File: config.mk
export PLATFORM = sky130hd
export DESIGN_NAME = bitmap_free_slot_finder_unit_flat
export DESIGN_NICKNAME = d
export VERILOG_FILES = /design/src/sv/bfsf_pkg.sv /design/src/sv/bfsf_in_if.sv /design/src/sv/bfsf_out_if.sv /design/src/sv/bfsf_datapath.sv /design/src/sv/bfsf_controller.sv /design/src/sv/bitmap_free_slot_finder_unit.sv /design/src/flat_wrapper.sv
export SDC_FILE = /design/constraint.sdc
export NUM_CORES = 2
export LEC_CHECK = 0
export BUFFER_PORTS_ARGS = -buffer_cell sky130_fd_sc_hd__buf_2
export CORE_MARGIN = 2
export CORE_UTILIZATION = 60
export CTS_CLUSTER_SIZE = 12
export DETAILED_ROUTE_END_ITERATION = 8
export GPL_ROUTABILITY_DRIVEN = 1
export PLACE_DENSITY = 0.78
export SYNTH_ARGS = -nofsm -noshare
export SYNTH_HDL_FRONTEND = slang
export SYNTH_HIERARCHICAL = 1
export SYNTH_SLANG_ARGS = --single-unit
File: constraint.sdc
create_clock -name clk -period 13.15 [get_ports clk]
set_input_delay 1.315 -clock clk [delete_from_list [all_inputs] [get_ports clk]]
set_output_delay 1.315 -clock clk [all_outputs]
set_load 0.01 [all_outputs]
File: src/sv/bfsf_pkg.sv
// Package for the bitmap free slot finder: field widths, command and state codes,
// controller/datapath command and status structs, and the 32-bit popcount function.
// No dependencies.
package bfsf_pkg;

    localparam int WORD_BITS = 32;
    localparam int CMD_W     = 2;
    localparam int WIDX_W    = 7;
    localparam int POS_W     = 13;
    localparam int SLOT_W    = 12;
    localparam int TALLY_W   = 13;
    localparam int CFG_W     = 13;

    localparam logic [CFG_W-1:0] BITMAP_BITS_RESET = 13'd4096;

    typedef enum logic [CMD_W-1:0] {
        CMD_WRITE       = 2'd0,
        CMD_FIND        = 2'd1,
        CMD_COUNT_USED  = 2'd2,
        CMD_COUNT_PAGES = 2'd3
    } cmd_t;

    typedef enum logic [2:0] {
        S_CLEAR,
        S_IDLE,
        S_WALK,
        S_WRAP,
        S_FINISH
    } state_t;

    typedef struct packed {
        logic clear_step;
        logic load;
        logic walk;
        logic wrap;
        logic finish;
    } ctrl_cmd_t;

    typedef struct packed {
        logic clear_done;
        logic walk_busy;
        logic found;
        logic needs_wrap;
        logic out_full;
    } dp_status_t;

    function automatic logic [5:0] pop32(input logic [31:0] v);
        logic [31:0] c;
        c = (v & 32'h55555555) + ((v >> 1) & 32'h55555555);
        c = (c & 32'h33333333) + ((c >> 2) & 32'h33333333);
        c = (c & 32'h0F0F0F0F) + ((c >> 4) & 32'h0F0F0F0F);
        c = (c & 32'h00FF00FF) + ((c >> 8) & 32'h00FF00FF);
        c = (c & 32'h0000FFFF) + ((c >> 16) & 32'h0000FFFF);
        return c[5:0];
    endfunction

endpackage

File: src/sv/bfsf_in_if.sv
// Input channel of the bitmap free slot finder: valid/ready plus one command item.
// Depends on bfsf_pkg.
interface bfsf_in_if;
    import bfsf_pkg::*;

    logic              valid;
    logic              ready;
    logic [CMD_W-1:0]  command;
    logic [WIDX_W-1:0] word_index;
    logic [31:0]       word_data;
    logic [POS_W-1:0]  start_pos;
    logic [POS_W-1:0]  length_limit;

    modport source (
        output valid, command, word_index, word_data, start_pos, length_limit,
        input  ready
    );

    modport sink (
        input  valid, command, word_index, word_data, start_pos, length_limit,
        output ready
    );
endinterface

File: src/sv/bfsf_out_if.sv
// Result channel of the bitmap free slot finder: valid/ready plus one result item.
// Depends on bfsf_pkg.
interface bfsf_out_if;
    import bfsf_pkg::*;

    logic               valid;
    logic               ready;
    logic [SLOT_W-1:0]  slot_index;
    logic               found;
    logic [TALLY_W-1:0] tally;

    modport source (
        output valid, slot_index, found, tally,
        input  ready
    );

    modport sink (
        input  valid, slot_index, found, tally,
        output ready
    );
endinterface

File: src/sv/bfsf_datapath.sv
// Datapath of the bitmap free slot finder: bitmap memory, word walker, search and
// count evaluation, configuration register and result register.
// Depends on bfsf_pkg; driven by bfsf_controller commands.
module bfsf_datapath #(
    parameter int MAP_WORDS = 128
) (
    input  logic                         clk,
    input  logic                         rst_n,
    input  bfsf_pkg::ctrl_cmd_t          cmd,
    output bfsf_pkg::dp_status_t         sts,
    input  logic                         cfg_wr_en,
    input  logic [bfsf_pkg::CFG_W-1:0]   cfg_wr_data,
    input  logic [bfsf_pkg::CMD_W-1:0]   command,
    input  logic [bfsf_pkg::WIDX_W-1:0]  word_index,
    input  logic [31:0]                  word_data,
    input  logic [bfsf_pkg::POS_W-1:0]   start_pos,
    input  logic [bfsf_pkg::POS_W-1:0]   length_limit,
    input  logic                         out_ready,
    output logic                         out_valid,
    output logic [bfsf_pkg::SLOT_W-1:0]  slot_index,
    output logic                         found,
    output logic [bfsf_pkg::TALLY_W-1:0] tally
);
    import bfsf_pkg::*;

    localparam int TOTAL_BITS = MAP_WORDS * WORD_BITS;
    localparam int AW = (MAP_WORDS > 1) ? $clog2(MAP_WORDS) : 1;
    localparam int CW = $clog2(MAP_WORDS + 1);

    logic [31:0] mem [0:MAP_WORDS-1];

    logic [CFG_W-1:0]   bitmap_bits_reg;
    cmd_t               op_reg;
    logic [POS_W-1:0]   lo_reg, lo_next;
    logic [POS_W-1:0]   hi_reg, hi_next;
    logic [CW-1:0]      addr_reg, addr_next;
    logic [CW-1:0]      last_reg, last_next;
    logic               issue_reg, issue_next;
    logic               phase_reg, phase_next;
    logic [31:0]        rd_data_reg;
    logic [CW-1:0]      rd_word_reg;
    logic               rd_vld_reg;
    logic               found_reg, found_next;
    logic [SLOT_W-1:0]  slot_reg, slot_next;
    logic [TALLY_W-1:0] acc_reg, acc_next;
    logic               out_valid_reg;
    logic [SLOT_W-1:0]  out_slot_reg;
    logic               out_found_reg;
    logic [TALLY_W-1:0] out_tally_reg;

    cmd_t             cmd_in;
    logic [POS_W-1:0] lim_bits_sat, lim_bits_m1;
    logic [POS_W-1:0] lim_words_sat, lim_words_m1;
    logic [CW-1:0]    used_last;
    logic             start_ok;
    logic [POS_W-1:0] wrap_m1;
    logic [POS_W-1:0] hi_m1;
    logic             wr_hit;
    logic [31:0]      mask_lo, mask_hi, free_bits;
    logic [4:0]       bit_sel;
    logic [CW+4:0]    slot_full;

    assign cmd_in        = cmd_t'(command);
    assign lim_bits_sat  = (32'(length_limit) > TOTAL_BITS) ? POS_W'(TOTAL_BITS) : length_limit;
    assign lim_bits_m1   = lim_bits_sat - POS_W'(1);
    assign lim_words_sat = (32'(length_limit) > MAP_WORDS) ? POS_W'(MAP_WORDS) : length_limit;
    assign lim_words_m1  = lim_words_sat - POS_W'(1);
    assign used_last     = (32'(bitmap_bits_reg[12:5]) > MAP_WORDS - 1)
                         ? CW'(MAP_WORDS - 1) : CW'(bitmap_bits_reg[12:5]);
    assign start_ok      = start_pos <= lim_bits_sat;
    assign wrap_m1       = lo_reg - POS_W'(1);
    assign hi_m1         = hi_reg - POS_W'(1);
    assign wr_hit        = 32'(word_index) < MAP_WORDS;

    always_comb
    begin
        mask_lo = (32'(rd_word_reg) == 32'(lo_reg[12:5])) ? (32'hFFFFFFFF << lo_reg[4:0])
                                                           : 32'hFFFFFFFF;
        mask_hi = (32'(rd_word_reg) == 32'(hi_m1[12:5])) ? ~(32'hFFFFFFFE << hi_m1[4:0])
                                                          : 32'hFFFFFFFF;
        free_bits = ~rd_data_reg & mask_lo & mask_hi;
        bit_sel = 5'd0;
        for (int i = 31; i >= 0; i--)
        begin
            if (free_bits[i])
            begin
                bit_sel = 5'(i);
            end
        end
        slot_full = {rd_word_reg, bit_sel};
    end

    always_comb
    begin
        lo_next    = lo_reg;
        hi_next    = hi_reg;
        addr_next  = addr_reg;
        last_next  = last_reg;
        issue_next = issue_reg;
        phase_next = phase_reg;
        found_next = found_reg;
        slot_next  = slot_reg;
        acc_next   = acc_reg;

        if (cmd.clear_step)
        begin
            addr_next = addr_reg + CW'(1);
        end
        else if (cmd.load)
        begin
            found_next = 1'b0;
            slot_next  = '0;
            acc_next   = '0;
            addr_next  = '0;
            last_next  = '0;
            lo_next    = start_pos;
            hi_next    = lim_bits_sat;
            case (cmd_in)
                CMD_WRITE:
                begin
                    issue_next = 1'b0;
                    phase_next = 1'b1;
                end
                CMD_FIND:
                begin
                    addr_next  = CW'(start_pos[12:5]);
                    last_next  = CW'(lim_bits_m1[12:5]);
                    issue_next = start_ok && (start_pos < lim_bits_sat);
                    phase_next = !start_ok;
                end
                CMD_COUNT_USED:
                begin
                    last_next  = used_last;
                    issue_next = 1'b1;
                    phase_next = 1'b1;
                end
                CMD_COUNT_PAGES:
                begin
                    last_next  = CW'(lim_words_m1);
                    issue_next = length_limit != '0;
                    phase_next = 1'b1;
                end
                default:
                begin
                    issue_next = 1'b0;
                    phase_next = 1'b1;
                end
            endcase
        end
        else if (cmd.wrap)
        begin
            lo_next    = '0;
            hi_next    = lo_reg;
            addr_next  = '0;
            last_next  = CW'(wrap_m1[12:5]);
            issue_next = lo_reg != '0;
            phase_next = 1'b1;
        end
        else if (cmd.finish)
        begin
            issue_next = 1'b0;
        end
        else if (cmd.walk && issue_reg)
        begin
            if (addr_reg == last_reg)
            begin
                issue_next = 1'b0;
            end
            else
            begin
                addr_next = addr_reg + CW'(1);
            end
        end

        if (rd_vld_reg && !cmd.load)
        begin
            case (op_reg)
                CMD_FIND:
                begin
                    if (!found_reg && (free_bits != '0))
                    begin
                        found_next = 1'b1;
                        slot_next  = SLOT_W'(slot_full);
                    end
                end
                CMD_COUNT_USED:
                begin
                    acc_next = acc_reg + TALLY_W'(pop32(rd_data_reg));
                end
                CMD_COUNT_PAGES:
                begin
                    acc_next = acc_reg + TALLY_W'(rd_data_reg != '0);
                end
                default:
                begin
                    acc_next = acc_reg;
                end
            endcase
        end
    end

    always_ff @(posedge clk)
    begin
        if (cmd.clear_step)
        begin
            mem[addr_reg[AW-1:0]] <= '0;
        end
        else if (cmd.load && (cmd_in == CMD_WRITE) && wr_hit)
        begin
            mem[AW'(word_index)] <= word_data;
        end
        rd_data_reg <= mem[addr_reg[AW-1:0]];
    end

    always_ff @(posedge clk or negedge rst_n)
    begin
        if (!rst_n)
        begin
            bitmap_bits_reg <= BITMAP_BITS_RESET;
            addr_reg        <= '0;
            issue_reg       <= 1'b0;
            phase_reg       <= 1'b1;
            rd_vld_reg      <= 1'b0;
            found_reg       <= 1'b0;
            out_valid_reg   <= 1'b0;
        end
        else
        begin
            if (cfg_wr_en)
            begin
                bitmap_bits_reg <= cfg_wr_data;
            end
            addr_reg   <= addr_next;
            issue_reg  <= issue_next;
            phase_reg  <= phase_next;
            rd_vld_reg <= cmd.walk && issue_reg;
            found_reg  <= found_next;
            if (cmd.finish)
            begin
                out_valid_reg <= 1'b1;
            end
            else if (out_ready)
            begin
                out_valid_reg <= 1'b0;
            end
        end
    end

    always_ff @(posedge clk)
    begin
        if (cmd.load)
        begin
            op_reg <= cmd_in;
        end
        lo_reg      <= lo_next;
        hi_reg      <= hi_next;
        last_reg    <= last_next;
        rd_word_reg <= addr_reg;
        slot_reg    <= slot_next;
        acc_reg     <= acc_next;
        if (cmd.finish)
        begin
            out_slot_reg  <= slot_reg;
            out_found_reg <= found_reg;
            out_tally_reg <= acc_reg;
        end
    end

    assign sts.clear_done = 32'(addr_reg) == MAP_WORDS - 1;
    assign sts.walk_busy  = issue_reg || rd_vld_reg;
    assign sts.found      = found_reg;
    assign sts.needs_wrap = (op_reg == CMD_FIND) && !phase_reg && !found_reg;
    assign sts.out_full   = out_valid_reg && !out_ready;

    assign out_valid  = out_valid_reg;
    assign slot_index = out_slot_reg;
    assign found      = out_found_reg;
    assign tally      = out_tally_reg;

    a_found_only_find: assert property (@(posedge clk) disable iff (!rst_n)
        found_reg |-> (op_reg == CMD_FIND))
        else $error("found flag set for a non-search command");

    a_read_follows_walk: assert property (@(posedge clk) disable iff (!rst_n)
        rd_vld_reg |-> $past(cmd.walk))
        else $error("read data tagged valid without a walk step");

    a_finish_sets_valid: assert property (@(posedge clk) disable iff (!rst_n)
        cmd.finish |=> out_valid_reg)
        else $error("result register not valid after finish");

    a_load_not_busy: assert property (@(posedge clk) disable iff (!rst_n)
        cmd.load |-> !issue_reg && !cmd.clear_step)
        else $error("item loaded while a walk or clear is running");
endmodule

File: src/sv/bfsf_controller.sv
// Controller of the bitmap free slot finder: clear pass, item intake, word walk,
// wrap to the second search range and result hand-off.
// Depends on bfsf_pkg; commands bfsf_datapath.
module bfsf_controller (
    input  logic                 clk,
    input  logic                 rst_n,
    input  logic                 in_valid,
    output logic                 in_ready,
    input  bfsf_pkg::dp_status_t sts,
    output bfsf_pkg::ctrl_cmd_t  cmd
);
    import bfsf_pkg::*;

    state_t state_reg, state_next;

    always_ff @(posedge clk or negedge rst_n)
    begin
        if (!rst_n)
        begin
            state_reg <= S_CLEAR;
        end
        else
        begin
            state_reg <= state_next;
        end
    end

    always_comb
    begin
        state_next = state_reg;
        cmd        = '0;
        in_ready   = 1'b0;
        case (state_reg)
            S_CLEAR:
            begin
                cmd.clear_step = 1'b1;
                if (sts.clear_done)
                begin
                    state_next = S_IDLE;
                end
            end
            S_IDLE:
            begin
                in_ready = 1'b1;
                if (in_valid)
                begin
                    cmd.load   = 1'b1;
                    state_next = S_WALK;
                end
            end
            S_WALK:
            begin
                cmd.walk = 1'b1;
                if (sts.found || !sts.walk_busy)
                begin
                    state_next = sts.needs_wrap ? S_WRAP : S_FINISH;
                end
            end
            S_WRAP:
            begin
                cmd.wrap   = 1'b1;
                state_next = S_WALK;
            end
            S_FINISH:
            begin
                if (!sts.out_full)
                begin
                    cmd.finish = 1'b1;
                    state_next = S_IDLE;
                end
            end
            default:
            begin
                state_next = S_IDLE;
            end
        endcase
    end
endmodule

File: src/sv/bitmap_free_slot_finder_unit.sv
// Bitmap free slot finder, top level. Commands walk the bitmap word by word through the single memory
// read port; a write walks no word, and a wrapped find walks at most MAP_WORDS + 1 words.
// One item at a time: the next item is taken the cycle after the result register is loaded.
// Reset: the bitmap is zeroed word by word, no item taken; bitmap_bits resets to 4096.
// Depends on bfsf_pkg, bfsf_in_if, bfsf_out_if, bfsf_controller, bfsf_datapath.
module bitmap_free_slot_finder_unit #(
    parameter int MAP_WORDS = 128
) (
    input  logic                       clk,
    input  logic                       rst_n,
    bfsf_in_if.sink                    request,
    bfsf_out_if.source                 result,
    input  logic                       cfg_wr_en,
    input  logic [bfsf_pkg::CFG_W-1:0] cfg_wr_data
);
    import bfsf_pkg::*;

    ctrl_cmd_t  cmd;
    dp_status_t sts;

    bfsf_controller u_ctrl (
        .clk      (clk),
        .rst_n    (rst_n),
        .in_valid (request.valid),
        .in_ready (request.ready),
        .sts      (sts),
        .cmd      (cmd)
    );

    bfsf_datapath #(
        .MAP_WORDS (MAP_WORDS)
    ) u_dp (
        .clk          (clk),
        .rst_n        (rst_n),
        .cmd          (cmd),
        .sts          (sts),
        .cfg_wr_en    (cfg_wr_en),
        .cfg_wr_data  (cfg_wr_data),
        .command      (request.command),
        .word_index   (request.word_index),
        .word_data    (request.word_data),
        .start_pos    (request.start_pos),
        .length_limit (request.length_limit),
        .out_ready    (result.ready),
        .out_valid    (result.valid),
        .slot_index   (result.slot_index),
        .found        (result.found),
        .tally        (result.tally)
    );
endmodule

File: src/flat_wrapper.sv
// flat-port wrapper written by rule: the top's interface ports become plain ports
module bitmap_free_slot_finder_unit_flat import bfsf_pkg::*;
#(
    parameter int MAP_WORDS = 128
)
  (clk, rst_n, cfg_wr_en, cfg_wr_data, request_valid, request_command, request_word_index, request_word_data, request_start_pos, request_length_limit, request_ready, result_valid, result_slot_index, result_found, result_tally, result_ready);
  bfsf_in_if request_i ();
  bfsf_out_if result_i ();
  input  logic clk;
  input  logic rst_n;
  input  logic cfg_wr_en;
  input  logic [bfsf_pkg::CFG_W-1:0] cfg_wr_data;
  input wire logic [$bits(request_i.valid)-1:0] request_valid;
  input wire logic [$bits(request_i.command)-1:0] request_command;
  input wire logic [$bits(request_i.word_index)-1:0] request_word_index;
  input wire logic [$bits(request_i.word_data)-1:0] request_word_data;
  input wire logic [$bits(request_i.start_pos)-1:0] request_start_pos;
  input wire logic [$bits(request_i.length_limit)-1:0] request_length_limit;
  output wire logic [$bits(request_i.ready)-1:0] request_ready;
  output wire logic [$bits(result_i.valid)-1:0] result_valid;
  output wire logic [$bits(result_i.slot_index)-1:0] result_slot_index;
  output wire logic [$bits(result_i.found)-1:0] result_found;
  output wire logic [$bits(result_i.tally)-1:0] result_tally;
  input wire logic [$bits(result_i.ready)-1:0] result_ready;
  assign request_i.valid = request_valid;
  assign request_i.command = request_command;
  assign request_i.word_index = request_word_index;
  assign request_i.word_data = request_word_data;
  assign request_i.start_pos = request_start_pos;
  assign request_i.length_limit = request_length_limit;
  assign request_ready = request_i.ready;
  assign result_valid = result_i.valid;
  assign result_slot_index = result_i.slot_index;
  assign result_found = result_i.found;
  assign result_tally = result_i.tally;
  assign result_i.ready = result_ready;
  bitmap_free_slot_finder_unit #(.MAP_WORDS(MAP_WORDS)) u_core (.clk(clk), .rst_n(rst_n), .request(request_i), .result(result_i), .cfg_wr_en(cfg_wr_en), .cfg_wr_data(cfg_wr_data));
endmodule
==> metrics.txt <==
Boundary Pins=approximately 110; detailed router's first-iteration violation count=15,800; total negative slack for setup checks=0 ns; quantity of I/O buffers inserted on ports=107; upper clock frequency limit=around 140 MHz; mapped cell area=166,000 sq um; clock tree from TritonCTS=built; Core ar.=276,000 sq um; total overflow reported by the global router=0; worst-path cell chain=inv_1 > nor3_1 > and2_1 > buf_4 > nand2_1 > nor3_2 > buf_4 > nand3_1 > o21ai_0 > nand3_2 > buf_4 > nor2_4 > buf_4; Avg Cell Area, Syn=between 20 and 25 sq um; count of unresolved DRC violations after routing=0; sum of buffers and inverters on the critical path=5; most common cell after layout, fill and taps aside=sky130_fd_sc_hd__edfxtp_1; Setup crit start kind=flip-flop; post-placement cell area=173,000 sq um; DIE AREA=around 280,000 sq um; count of final hold-check violations=0; number of flops mapped to enable cells by yosys=between 4,000 and 5,000; P&R area growth vs syn=11.0%; proportion of layout cells with a drive suffix above 1=31.0%; pin count of the biggest net entering global routing=between 150 and 200; flip-flop count of the largest register after layout=a little over 4,000; share of the clock period used by the worst path=a little over half; actual transition at the worst max-transition pin=between 1 and 1.5 ns; Initial Utilization=between 60% and 70%; worst reg2reg startpoint=u_core/u_ctrl/state_reg[0]$_DFFE_PN0P_; count of H-tree levels built during CTS=5; hold-fix buffer count after cts=0; Max clock buf depth=4; number of nets with antenna violations after detailed routing=0; via count of the first global-routing pass=84,500; height of the die=530 um; register bit total from synthesis=4,247; quantity of gates resized following cts=0; areal power density over the cells=between 200 and 250 nW/um^2; worst-case headroom to the max-slew limit=under 10%; logic depth of the worst register-to-register path=13; share of flip-flops with an asynchronous set or reset after synthesis=less than 1%; post-detailed-placement half-perimeter wirelength=around 230 mm; final estimated routing congestion in global placement=~0.9; post-route cell area=185,000 sq um; clock input transition at the sequential cells of the worst setup and hold paths=~0.060 ns; sequential-to-total area share from yosys stat=around three quarters; largest clock skew in the final design=0.0571 ns; mean routed wirelength per cell=a little over 40 um; CP max stage delay=between 0.9 and 1 ns; Max Transition Viols Final=0; top fanout value on the critical path=57; vias after detailed routing=83,700; Setup Fix Bufs, Post-CTS=0; number of distinct library cells after synthesis=slightly above 80; endpoint arrival time on the critical path=about 7.7 ns; Chip Width=around 530 um; kind of critical path=reg2reg; # setup viols final=0; Worst R2R End=u_core/u_dp/mem[38][22]$_DFFE_PP_; wire length reported by the detailed router=around 470 mm; result of the run=finished, final reports clean; post-synthesis instance total=slightly above 7,000; hold crit path type=in2async; number of max-cap violations=0; syn_nets=approximately 7,300; TritonCTS buffer count=roughly 410; drt first pass iters=6; utilization after layout=between 60% and 70%; Worst Hold Margin=about 0.42 ns; global routing usage summed across all routing layers=around a third; final critical delay including setup and external delays=just over 7 ns; number of placement rows=around 190; clock latency on the worst-skew pair=0.92 ns; clock sink count=approximately 4,200; register-to-register setup slack=approximately 6.0 ns; Static Leak=approximately 0.058 uW; largest vdd supply drop=a little under 0.001 V; highest-delay cell along the critical path=sky130_fd_sc_hd__nor3_2; unrepaired setup endpoints after global routing=no; root buffer cell=sky130_fd_sc_hd__clkbuf_16; most used cell, CP=sky130_fd_sc_hd__buf_4; Ys Warns=6; critical path required time=13.72 ns; top cell family by delay on the critical path=simple AND/OR/NAND/NOR gates; global-route wire length before repair=roughly 650 mm; Final nets=between 7,000 and 8,000; number of antenna violations at the first check in global routing=65; most common flop cell mapped by yosys=sky130_fd_sc_hd__edfxtp_1; top library cells by usage in the layout, fill and taps aside=4,171 x sky130_fd_sc_hd__edfxtp_1, 1,344 x sky130_fd_sc_hd__mux4_2, 426 x sky130_fd_sc_hd__clkbuf_16; Worst Setup End Kind=flip-flop; via density per instance=roughly 7.3
==> cell families (layout without fill, tap and decap cells) <==
kind of cell	count (synthesis)	after routing	share of synthesized area, %
compound gates	318	318	1.27
xor+xnor	57	57	0.309
fa+ha+maj	105	105	0.863
buf+inv	436	988	1.00
flops	4247	4247	76.4
mux	1396	1396	18.6
other cells	0	22	0
simple gates	574	574	1.63
==> per-stage QoR <==
step           std cells  power [uW]  worst slack [ns]
2_1_floorplan       7133       26400              8.01
3_3_place_gp       10800       31100              6.24
3_5_place_dp       10800       31300              6.09
4_1_cts            11400       42400              6.34
5_1_grt            11400       43900              5.88
6_report           11400       42600              6.04
==> where the power goes <==
part	internal, uW	switching [uW]	leakage, uW
Sequential	15200	379	0.0394
Combinational	6770	9400	0.0132
Clock	5930	4890	0.00562
Total	27900	14700	0.0582
==> layout make-up <==
type | count | area [sq um]
flip-flops and latches | 4247 | 127000
fillers | 15400 | 91500
multi-input cells | 2450 | 38700
clock buffers | 521 | 11100
well taps | 3705 | 4640
repair buffers | 334 | 2350
clock inverters | 61 | 465
inverters | 72 | 270
diodes | 22 | 55.1
==> how the worst max path moves through the flow <==
stage | to | slack [ns] | from | cells after the start
after CTS | u_core/u_dp/mem[38][22]$_DFFE_PP_ | 6.34 | u_core/u_ctrl/state_reg[0]$_DFFE_PN0P_ | 13
after detailed placement | u_core/u_dp/mem[38][11]$_DFFE_PP_ | 6.09 | request_valid | 12
final | u_core/u_dp/mem[38][22]$_DFFE_PP_ | 6.04 | u_core/u_ctrl/state_reg[0]$_DFFE_PN0P_ | 13
after global routing | u_core/u_dp/mem[38][22]$_DFFE_PP_ | 5.88 | u_core/u_ctrl/state_reg[0]$_DFFE_PN0P_ | 13
after floorplan | u_core/u_dp/mem[0][10]$_DFFE_PP_ | 8.01 | request_valid | 8
after global placement | u_core/u_dp/mem[38][26]$_DFFE_PP_ | 6.24 | request_valid | 12
==> routing by layer <==
metal / track usage, % / routed length (um) / up-vias
li1: - / - / 31100
met1: 44.1 / 149000 / 43600
met2: 52.0 / 223000 / 7605
met3: 9.34 / 66300 / 1431
met4: 17.4 / 28200 / 42
met5: 0 / 321 / -
==> synthesized netlist by cell type (5+ instances only) <==
cell                       instances  share of area (%)
sky130_fd_sc_hd__a31oi_1          20              0.075
sky130_fd_sc_hd__xor2_1           28               0.15
sky130_fd_sc_hd__o31ai_1          16              0.072
sky130_fd_sc_hd__o21a_1            7              0.032
sky130_fd_sc_hd__clkbuf_1        255               0.58
sky130_fd_sc_hd__o21ai_0          93               0.28
sky130_fd_sc_hd__ha_1             89               0.67
sky130_fd_sc_hd__nand3_1          55               0.17
sky130_fd_sc_hd__mux2i_1           7              0.042
sky130_fd_sc_hd__nor3_1           30              0.090
sky130_fd_sc_hd__nor2_1          213               0.48
sky130_fd_sc_hd__and3_1            6              0.023
sky130_fd_sc_hd__fa_1             16               0.19
sky130_fd_sc_hd__edfxtp_1       4171                 75
sky130_fd_sc_hd__nor2b_1          13              0.049
sky130_fd_sc_hd__a21oi_1          64               0.19
sky130_fd_sc_hd__a211oi_1         11              0.050
sky130_fd_sc_hd__and2_1           54               0.20
sky130_fd_sc_hd__a32oi_1           5              0.026
sky130_fd_sc_hd__dfxtp_1          52               0.63
sky130_fd_sc_hd__mux4_2         1344                 18
sky130_fd_sc_hd__nand3b_1          8              0.036
sky130_fd_sc_hd__nand2_1         122               0.28
sky130_fd_sc_hd__buf_1           100               0.23
sky130_fd_sc_hd__or3_1             8              0.030
sky130_fd_sc_hd__or2_2            12              0.045
sky130_fd_sc_hd__nand4_1          10              0.038
sky130_fd_sc_hd__dfrtp_1          22               0.33
sky130_fd_sc_hd__xnor2_1          28               0.15
sky130_fd_sc_hd__a22o_1            7              0.037
sky130_fd_sc_hd__inv_1            69               0.16
sky130_fd_sc_hd__a22oi_1           5              0.023
sky130_fd_sc_hd__a21o_1           27               0.12
sky130_fd_sc_hd__mux2_2           45               0.30
sky130_fd_sc_hd__a41oi_1          11              0.058
sky130_fd_sc_hd__nand2b_1         18              0.068
sky130_fd_sc_hd__nor3b_1           5              0.023
Power figures use the tool's default switching activity.
